<file path="config.mk">
export PLATFORM = sky130hd
export DESIGN_NAME = mse_controller
export DESIGN_NICKNAME = d
export VERILOG_FILES = /design/src/hw/rtl/mse_pkg.sv /design/src/hw/rtl/mse_controller.sv
export SDC_FILE = /design/constraint.sdc
export NUM_CORES = 1
export LEC_CHECK = 0
export BUFFER_PORTS_ARGS = -buffer_cell sky130_fd_sc_hd__buf_4
export CORE_AREA = 4 4 41 43
export DETAILED_ROUTE_END_ITERATION = 6
export DIE_AREA = 0 0 45 47
export GPL_TIMING_DRIVEN = 0
export PLACE_DENSITY = 0.32
export SYNTH_ARGS = -nofsm -noshare
export SYNTH_HDL_FRONTEND = slang
export SYNTH_SLANG_ARGS = --single-unit
</file>
<file path="constraint.sdc">
create_clock -name clk -period 1.02 [get_ports clk]
set_input_delay 0.051 -clock clk [delete_from_list [all_inputs] [get_ports clk]]
set_output_delay 0.051 -clock clk [all_outputs]
set_load 0.02 [all_outputs]
</file>
<file path="src/hw/rtl/mse_pkg.sv">
// mse_pkg: shared widths, types, state codes and helpers of the merge sort engine
// no dependencies; compiled before every other file of the block
package mse_pkg;

    localparam int DEPTH  = 64;
    localparam int DATA_W = 32;
    localparam int ADDR_W = (DEPTH > 1) ? $clog2(DEPTH) : 1;
    localparam int CNT_W  = $clog2(DEPTH + 1);
    localparam int WID_W  = CNT_W + 1;
    localparam int SUM_W  = CNT_W + 2;

    typedef logic signed [DATA_W-1:0] data_t;
    typedef logic [ADDR_W-1:0]        addr_t;
    typedef logic [CNT_W-1:0]         cnt_t;
    typedef logic [WID_W-1:0]         wid_t;
    typedef logic [SUM_W-1:0]         sum_t;

    typedef enum logic [2:0] {
        S_LOAD,
        S_PREP,
        S_MERGE,
        S_EMIT_PREP,
        S_EMIT
    } state_t;

    typedef struct packed {
        logic load;
        logic prep;
        logic merge;
        logic emit_prep;
        logic emit;
    } mse_cmd_t;

    typedef struct packed {
        logic close;
        logic sorted;
        logic pass_end;
        logic emit_done;
    } mse_stat_t;

    // end of a run, limited to the number of stored values
    function automatic cnt_t run_bound(input sum_t a, input cnt_t n);
        cnt_t r;
        if (a > sum_t'(n))
        begin
            r = n;
        end
        else
        begin
            r = a[CNT_W-1:0];
        end
        return r;
    endfunction

endpackage

</file>
<file path="src/hw/rtl/mse_controller.sv">
// mse_controller: phase state machine of the merge sort engine
// depends on mse_pkg for the state, command and status types
module mse_controller (
    input  logic               clk,
    input  logic               rst_n,
    input  mse_pkg::mse_stat_t stat,
    output mse_pkg::mse_cmd_t  cmd
);
    import mse_pkg::*;

    state_t state_reg, state_next;

    always_comb
    begin
        state_next = state_reg;
        case (state_reg)
            S_LOAD:
            begin
                if (stat.close)
                begin
                    state_next = S_PREP;
                end
            end
            S_PREP:
            begin
                state_next = stat.sorted ? S_EMIT_PREP : S_MERGE;
            end
            S_MERGE:
            begin
                if (stat.pass_end)
                begin
                    state_next = S_PREP;
                end
            end
            S_EMIT_PREP:
            begin
                state_next = S_EMIT;
            end
            S_EMIT:
            begin
                if (stat.emit_done)
                begin
                    state_next = S_LOAD;
                end
            end
            default:
            begin
                state_next = S_LOAD;
            end
        endcase
    end

    always_comb
    begin
        cmd = '0;
        case (state_reg)
            S_LOAD:      cmd.load      = 1'b1;
            S_PREP:      cmd.prep      = !stat.sorted;
            S_MERGE:     cmd.merge     = 1'b1;
            S_EMIT_PREP: cmd.emit_prep = 1'b1;
            S_EMIT:      cmd.emit      = 1'b1;
            default:     cmd           = '0;
        endcase
    end

    always_ff @(posedge clk or negedge rst_n)
    begin
        if (!rst_n)
        begin
            state_reg <= S_LOAD;
        end
        else
        begin
            state_reg <= state_next;
        end
    end

endmodule

</file>
==> results.ini, run 1 <==
[logic_synthesis]
ys_ff_latch = 3
ys.flop_type = dfrtp_1
synth_area_leaders = dfrtp_1 39%, a211oi_1 7.8%, nand2b_1 6.5%, nor3b_2 6.5%, buf_6 5.8%
yosysUniqueCellTypes = 15
synth_top_cell_area_share_pct = 39.0
synth_area_sq_um = 193
syn_nets = 26
avgSynthCellArea_sq_um = 9.63
yosys.area.top_type = dfrtp_1
yosys_warnings = 0
synth_edf_count = 0
synthArstFlopShare_pct = 100
syn_inst = 20
ys_seq_area_share_pct = 39.0
synth_most_common_cell = dfrtp_1
synth_common_cells = 3 x dfrtp_1, 2 x a211oi_1, 2 x nand2b_1, 2 x nor3_1

[grt]
use_met3_pct = 3.83
grt_use_total_pct = 6.96
use_met1_pct = 7.08
busiest_layer = met2
gr-total-overflow = 0
antenna_found_initial = 0
grt_max_degree = 7
grt_pass1_wl_microns = 986
grt_pass1_vias = 237
grt_util_met2_pct = 10.7

[critical_path]
critical_path.startpoint_type = flop
r2r_setup_slack_ns = 0
reg2regPathDepth = 4
crit_arrival_ns = 1.13
r2r-start = state_reg[0]$_DFFE_PN0P_
endpoint_kind = primary output
worst_ep_required_time_ns = 0.97
critPathKind = reg -> out
path_max_fanout = 5
rr_endpoint = state_reg[0]$_DFFE_PN0P_

[cells_and_area]
n_fill_cell = 141
drive_gt1_share_pct = 82.5
syn2layout_area_growth_pct = 133
largest_reg_flops = 3
final_cell_count_no_fill = 55
diodes = 0
fin_nets = 47

[timing]
period_minus_slack_ns = 1.18
period_share_pct = 116
tightest_slew_ns = 0.186
setup_viol = 5
rsz0062_at_grt = yes
relSlewSlack_pct = 87.6
hold_violations = 0
slew_violations = 0
clock.fmax_ghz = 0.848
fin_worst_skew_ns = 0.00355
timing.final.ws_setup_ns = -0.159

[floorplanning]
start_util_pct = 14.8
core_area_sq_mm = 0.00130
die_h_microns = 47
die_w_microns = 45
pin_count = 11
dieArea_sq_mm = 0.00212
num_rows = 13

[detailed_routing]
drt_iter0_drc = 3
wirelength_microns = 628
post-route-drc-count = 0
detail-route-antenna-nets = 0
firstDrtPassIters = 2
vias = 218
routedWlPerCell_microns = 11.4
post_drt_via_cell_ratio = 3.96

[power]
total_power_mw = 1.47
power_density_mw_per_mm2 = 3280
p_leak_nw = 0.214
ir_worst_vdd_uv = 839

[clocking]
cts-htree-levels = 1
clkTransAtPathRegs_ns = 0.04
worstSkewPairLatency_ns = 0.23
cts_buffers = 3
root_buffer = clkbuf_4
tritoncts = yes
clock_path_buffers = 2
cts_sinks = 3

[worst_hold_path]
hold_path_depth = 3
min_from = stat[1]
hold_class = in -> reg
holdPathEnd = state_reg[0]$_DFFE_PN0P_

[placement]
preCtsSetupSlack_ns = -0.0175
dpl.cell_count = 45
port-buffer-count = 10
gp_congestion = 0.656

[job]
cap_viol_max_count = 0

[outcome]
violations = negative setup slack
outcome = finished with violations

[routing by layer]
| metal | wire length, microns | vias up |
|---|---|---|
| met5 | 0 | - |
| met4 | 0 | 0 |
| met3 | 48 | 0 |
| met2 | 326 | 10 |
| met1 | 252 | 101 |
| li1 | - | 107 |
[per-stage QoR]
stage                     area [sq um]  hold slack [ns]  util [%]  setup TNS [ns]
after detailed placement           308           -0.158      23.7         -0.0175
final                              449           0.0933      34.5          -0.618
after global routing               449           0.0870      34.5          -0.931
after CTS                          428           0.0914      32.9          -0.673
after floorplan                    214           -0.245         -               0
after global placement             308           -0.159      23.7         -0.0123
[cell usage in the layout (no fill, tap or decap)]
cell type and n:
a211oi_2 2, a21o_1 1, a21oi_2 1, and3b_1 1, buf_4 10, buf_6 7
clkbuf_1 1, clkbuf_4 3, dfrtp_1 1, dfrtp_2 2, dlygate4sd3_1 1, inv_1 1
nand2_1 1, nand2b_4 2, nor2_2 1, nor2b_4 1, nor3_2 2, nor3b_4 2
[worst max path at each step]
stage | startpoint | to | slack (ns) | depth (start not counted)
2_1_floorplan | state_reg[0]$_DFFE_PN0P_ | state_reg[2]$_DFFE_PN0P_ | 0.02 | 3
6_report | state_reg[1]$_DFFE_PN0P_ | cmd[4] | -0.16 | 3
3_3_place_gp | state_reg[2]$_DFFE_PN0P_ | cmd[1] | -0.01 | 3
3_5_place_dp | state_reg[2]$_DFFE_PN0P_ | cmd[1] | -0.02 | 3
4_1_cts | state_reg[2]$_DFFE_PN0P_ | cmd[4] | -0.15 | 3
5_1_grt | state_reg[2]$_DFFE_PN0P_ | cmd[2] | -0.22 | 3
[layout make-up]
type / instances / area [sq um] / area share (%)
multi-input combinational: 14 / 159 / 35.4
sequential: 3 / 77.6 / 17.3
timing repair buffer: 17 / 153 / 34.0
clock buffer: 4 / 26.3 / 5.85
inverter: 1 / 3.75 / 0.836
tap: 15 / 18.8 / 4.18
buffer: 1 / 11.3 / 2.51
[power breakdown]
part	internal, mW	switching [mW]
logic	0.568	0.429
clock network	0.147	0.0662
registers	0.184	0.0772
[cell families (layout without fill, tap and decap cells)]
family / count (synthesis) / count (layout) / share of synthesized area (%)
and+or+nand+nor: 10 / 10 / 35.1
DFF: 3 / 3 / 39.0
AOI/OAI and AO/OA: 4 / 4 / 14.3
buffers and inverters: 3 / 23 / 11.7
[worst max-delay path, stage by stage (launching register included)]
cell     delay, ns
dfrtp_2       0.44
buf_6         0.13
nor3_2        0.16
buf_4         0.16
[what timing repair did]
item / CTS / global route
endpoints found under the setup margin: 5 / 7
buffers inserted: 6 / 0
hold buffers: 1 / 0
pin swaps: 2 / 4
gates resized for setup: 11 / 5
endpoints found under the hold margin: 3 / 0
Note: power is estimated with default switching activity, not from simulation.
==> run 2: changes to the inputs <==
- clock period: 1.02 -> 1.5 ns (I/O delays scaled with it)
==> run 2 against run 1 <==
Net effect:
- the run now ends clean
- final area is 28% lower
- clock power decreased by 32%
- core utilization is 9.7 points lower
- sequential power is 33% lower
- global-route usage is 0.71 points lower
- worst setup slack gained 0.40 ns
- worst hold slack improved by 0.020 ns
- sequential share of layout area rose by 6.0 points
- wire length shrank 23%
- register-to-register slack better by 0.53 ns
- largest cell class unchanged
- largest power group unchanged
==> results.ini, run 2 (synthesized netlist as in run 1, its figures left out) <==
[cells_and_area]
diodes = 0  ; unchanged
final_util_pct = 24.8  ; -9.7 points
syn2layout_area_growth_pct = 67.5
fin_nets = 42  ; -11%
n_fill_cell = 159  ; +13%
regArea_sq_um = 75.1  ; -3.2%
mostFrequentLayoutCell = buf_4
drive_gt1_share_pct = 48.6  ; -34 points
largest_reg_flops = 3  ; unchanged
multi_input_area_sq_um = 95.1  ; -40%
final_cell_mix = 11 x buf_4, 3 x clkbuf_4, 3 x dfrtp_1

[floorplanning]
die_h_microns = 47  ; unchanged
dieArea_sq_mm = 0.00212  ; unchanged
num_rows = 13  ; unchanged
start_util_pct = 14.8  ; unchanged
pin_count = 11  ; unchanged
core_area_sq_mm = 0.00130  ; unchanged
die_w_microns = 45  ; unchanged

[timing]
relSlewSlack_pct = 84.4  ; -3.2 points
period_minus_slack_ns = 1.26
rsz0062_at_grt = no
tns_ns = 0  ; +0.618 ns
clock.fmax_ghz = 0.796
period_share_pct = 83.7
setup_viol = 0  ; -5
fin_hold_ws_ns = 0.113  ; +0.0197 ns
fin_worst_skew_ns = 0.00364  ; +0.0000868 ns
slew_violations = 0  ; unchanged
tightest_slew_ns = 0.235  ; +0.0489 ns
hold_violations = 0  ; unchanged

[critical_path]
path_buf_inv = 1  ; -1
path_max_fanout = 8  ; +3
worst_ep_required_time_ns = 1.42  ; +0.45 ns
critPathKind = reg -> out
critical_path.startpoint_type = flop
path_cells = nand2b_1, nor3_1, buf_4
crit_arrival_ns = 1.18  ; +0.05 ns
slowest_stage = dfrtp_1
crit_cells = 3  ; unchanged
cp_top_family = flip-flops
endpoint_kind = primary output
reg2regPathDepth = 3  ; -1
max_stage_delay_ns = 0.45  ; about the same

[detailed_routing]
routedWlPerCell_microns = 9.64  ; -16%
post_drt_via_cell_ratio = 3.92  ; -1.1%
post-route-drc-count = 0  ; unchanged
drt_iter0_drc = 0  ; -3
detail-route-antenna-nets = 0  ; unchanged
vias = 196  ; -10%
firstDrtPassIters = 1  ; -1
wirelength_microns = 482  ; -23%

[power]
p_sw_mw = 0.278  ; -52%
p_clk_share_pct = 21.0  ; +6.5 points
p_seq_share_pct = 25.5  ; +7.7 points
power.internal_mw = 0.407  ; -55%
power_density_mw_per_mm2 = 2120  ; -35%
ir_worst_vdd_uv = 697  ; -17%
p_comb_share_pct = 53.6  ; -14 points
swShare_pct = 40.5  ; +1.6 points
p_leak_nw = 0.163  ; -24%

[grt]
gr-total-overflow = 0  ; unchanged
grt_pass1_wl_microns = 814  ; -17%
grt_use_total_pct = 6.25  ; -0.71 points
grt_max_degree = 10  ; +3
grt_pass1_vias = 199  ; -16%
antenna_found_initial = 0  ; unchanged

[job]
cap_viol_max_count = 0  ; unchanged

[placement]
gp_congestion = 0.632  ; -3.6%
port-buffer-count = 10  ; unchanged
hpwl_microns = 358

[clocking]
clkTransAtPathRegs_ns = 0.04  ; about the same
cts-htree-levels = 1  ; unchanged
cts_buffers = 3  ; unchanged
cts_setup_buffers = 0  ; -6
cts_hold_buffers = 1  ; unchanged
clock_path_buffers = 2  ; unchanged
cts_sinks = 3  ; unchanged
cts_resized = 0  ; -11
tritoncts = yes
worstSkewPairLatency_ns = 0.23  ; about the same
root_buffer = clkbuf_4

[worst_hold_path]
hold_path_depth = 4  ; +1
hold_class = in -> reg

[outcome]
outcome = completed

run 2: changes by cell type in the layout (fill, tap and decap cells not counted), sizes merged:
| cell | delta |
|---|---|
| buf | -5 |
run 2: area by class of cell:
class | count | area share (%)
multi-input combinational | 14 | 29.5
timing repair buffer | 11 | 26.4
sequential | 3 | 23.3
clock buffer | 4 | 8.14
buffer | 2 | 5.81
tap | 15 | 5.81
inverter | 1 | 1.16
run 2: worst paths after layout:
path | slack [ns] | startpoint | to
max | 0.24 | state_reg[1]$_DFFE_PN0P_ | cmd[3]
min | 0.11 | stat[1] | state_reg[1]$_DFFE_PN0P_
max reg2reg | 0.53 | state_reg[0]$_DFFE_PN0P_ | state_reg[0]$_DFFE_PN0P_
min reg2reg | 0.56 | state_reg[2]$_DFFE_PN0P_ | state_reg[1]$_DFFE_PN0P_
max in group asynchronous | 1.24 | rst_n | state_reg[1]$_DFFE_PN0P_
min in group asynchronous | 0.17 | rst_n | state_reg[0]$_DFFE_PN0P_
run 2: worst register-to-register path: cells and delay by family (launching register included):
kind	cells	cell delay (ns)
and+or+nand+nor	1	0.14
AOI/OAI and AO/OA	1	0.23
buffers and inverters	1	0.14
DFF	1	0.36
run 2: routing by layer:
metal	wire length, microns	GRT usage [%]
met5	0	0
met4	8	8.77
met1	195	6.16
met2	256	7.91
met3	22	3.45
run 2: per-stage QoR:
step | setup slack, ns | power (mW) | std cells | instance area (sq um)
final | 0.244 | 0.685 | 50 | 323
after CTS | 0.218 | 0.697 | 50 | 323
after floorplan | 0.376 | 0.410 | 20 | 193
after global placement | 0.492 | 0.542 | 45 | 287
after detailed placement | 0.476 | 0.545 | 45 | 287
after global routing | 0.0983 | 0.743 | 50 | 323
run 2: power groups by stage:
stage | clock network, mW | logic, mW | registers (mW)
final | 0.144 | 0.367 | 0.174
after global routing | 0.156 | 0.404 | 0.182
after CTS | 0.147 | 0.374 | 0.176
after detailed placement | 0 | 0.369 | 0.176
after global placement | 0 | 0.369 | 0.173
after floorplan | 0 | 0.251 | 0.159
==> run 3: changes to the inputs <==
- clock period: 1.5 -> 1.16 ns (I/O delays scaled with it)
==> run 3 against run 2 <==
Net effect:
- the run now ends with negative setup slack left
- critical path depth grew 2
- final cell count grew 6.0%
- sequential share of layout area shrank 3.1 points
- worst setup slack lost 0.26 ns
- largest cell class unchanged
==> results.ini, run 3 (synthesized netlist as in run 1, its figures left out) <==
[outcome]
outcome = finished with violations
violations = negative setup slack

[timing]
timing.final.ws_setup_ns = -0.0133  ; -0.257 ns
fin_worst_skew_ns = 0.00289  ; -0.000753 ns
tns_ns = -0.0133  ; -0.0133 ns
period_minus_slack_ns = 1.17
tightest_slew_ns = 0.337  ; +0.102 ns
rsz0062_at_grt = yes
slew_violations = 0  ; unchanged
clock.fmax_ghz = 0.852
period_share_pct = 101
fin_hold_ws_ns = 0.0931  ; -0.0199 ns
hold_violations = 0  ; unchanged
setup_viol = 1  ; +1
relSlewSlack_pct = 77.4  ; -6.9 points

[placement]
gp_congestion = 0.632  ; unchanged
port-buffer-count = 10  ; unchanged
placed_area_sq_um = 287  ; unchanged
preCtsSetupSlack_ns = 0.153  ; -0.323 ns
hpwl_microns = 358  ; unchanged

[critical_path]
critical_path.startpoint_type = flop
r2r_setup_slack_ns = -0.01  ; -0.54 ns
critPathKind = reg -> reg
r2r-start = state_reg[0]$_DFFE_PN0P_
reg2regPathDepth = 5  ; +2
endpoint_kind = flop
crit_arrival_ns = 1.28  ; +0.10 ns
path_max_fanout = 6  ; -2
worst_ep_required_time_ns = 1.26  ; -0.16 ns
rr_endpoint = state_reg[0]$_DFFE_PN0P_

[worst_hold_path]
min_from = stat[1]
hold_class = in -> reg
hold_path_depth = 4  ; unchanged
holdPathEnd = state_reg[1]$_DFFE_PN0P_

[grt]
grt_use_total_pct = 6.96  ; +0.71 points
grt_pass1_wl_microns = 924  ; +14%
gr-total-overflow = 0  ; unchanged
antenna_found_initial = 0  ; unchanged
grt_max_degree = 8  ; -2
grt_pass1_vias = 219  ; +10%

[clocking]
cts_buffers = 3  ; unchanged
worstSkewPairLatency_ns = 0.23  ; about the same
root_buffer = clkbuf_4
clkTransAtPathRegs_ns = 0.04  ; about the same
cts_sinks = 3  ; unchanged
tritoncts = yes
cts-htree-levels = 1  ; unchanged
clock_path_buffers = 2  ; unchanged

[cells_and_area]
final_cell_mix = 12 x buf_4, 3 x buf_6, 3 x clkbuf_4
mostFrequentLayoutCell = buf_4
diodes = 0  ; unchanged
finalInstanceArea_sq_um = 384  ; +19%
largest_reg_flops = 3  ; unchanged
syn2layout_area_growth_pct = 99.4
drive_gt1_share_pct = 68.4  ; +20 points
fin_nets = 45  ; +7.1%

[detailed_routing]
routedWlPerCell_microns = 11.9  ; +23%
post-route-drc-count = 0  ; unchanged
vias = 210  ; +7.1%
drt_iter0_drc = 4  ; +4
firstDrtPassIters = 2  ; +1
wirelength_microns = 629  ; +30%
post_drt_via_cell_ratio = 3.96  ; +1.1%
detail-route-antenna-nets = 0  ; unchanged

[power]
power_density_mw_per_mm2 = 2830  ; +33%
ir_worst_vdd_uv = 1050  ; +50%
p_leak_nw = 0.186  ; +14%

[floorplanning]
start_util_pct = 14.8  ; unchanged
core_area_sq_mm = 0.00130  ; unchanged
die_h_microns = 47  ; unchanged
pin_count = 11  ; unchanged
die_w_microns = 45  ; unchanged
num_rows = 13  ; unchanged
dieArea_sq_mm = 0.00212  ; unchanged

[job]
cap_viol_max_count = 0  ; unchanged

[run 3: cell type report]
type | instances | area [sq um]
Fill cell | 153 | 917
Multi-Input combinational cell | 14 | 124
Timing Repair Buffer | 15 | 123
Sequential cell | 3 | 77.6
Clock buffer | 4 | 26.3
Tap cell | 15 | 18.8
Buffer | 1 | 11.3
Inverter | 1 | 3.75
[run 3: critical path: stages (launching register included)]
cell and delay (ns):
dfrtp_1 0.33, buf_6 0.13, buf_4 0.13, nor2b_2 0.04
a211oi_1 0.32, a211oi_2 0.08
[run 3: how the worst max path moves through the flow]
| stage | start | slack [ns] | cells after the start | end |
|---|---|---|---|---|
| after floorplan | state_reg[1]$_DFFE_PN0P_ | 0.05 | 2 | cmd[3] |
| after global placement | state_reg[1]$_DFFE_PN0P_ | 0.17 | 3 | cmd[1] |
| after detailed placement | state_reg[1]$_DFFE_PN0P_ | 0.15 | 3 | cmd[3] |
| after CTS | state_reg[0]$_DFFE_PN0P_ | -0.009 | 3 | cmd[0] |
| after global routing | state_reg[0]$_DFFE_PN0P_ | -0.07 | 5 | state_reg[0]$_DFFE_PN0P_ |
| final | state_reg[0]$_DFFE_PN0P_ | -0.01 | 5 | state_reg[0]$_DFFE_PN0P_ |
[run 3: metrics by stage]
step	std cells	power, mW	utilization (%)
2_1_floorplan	20	0.531	-
5_1_grt	53	1.16	29.5
3_3_place_gp	45	0.701	22.0
3_5_place_dp	45	0.705	22.0
4_1_cts	52	1.01	27.8
6_report	53	1.09	29.5
[run 3: repair_timing]
action                                  CTS  global route
hold buffers                              1             0
pin swaps                                 0             2
hold endpoints to repair                  3             0
endpoints found under the setup margin    4             6
resized for setup                         6             3
buffers inserted                          3             1
[run 3: power breakdown]
group,leakage (nW),switching [mW],internal [mW]
Clock,0.0150,0.0584,0.129
Combinational,0.136,0.309,0.355
Sequential,0.0354,0.0747,0.162
Total,0.186,0.442,0.646
[run 3: metal layers]
layer	up-vias	wire length [microns]	track usage, %
li1	103	-	-
met1	98	227	6.62
met2	7	370	9.89
met3	2	22	3.45
met4	0	8	8.77
met5	-	0	0
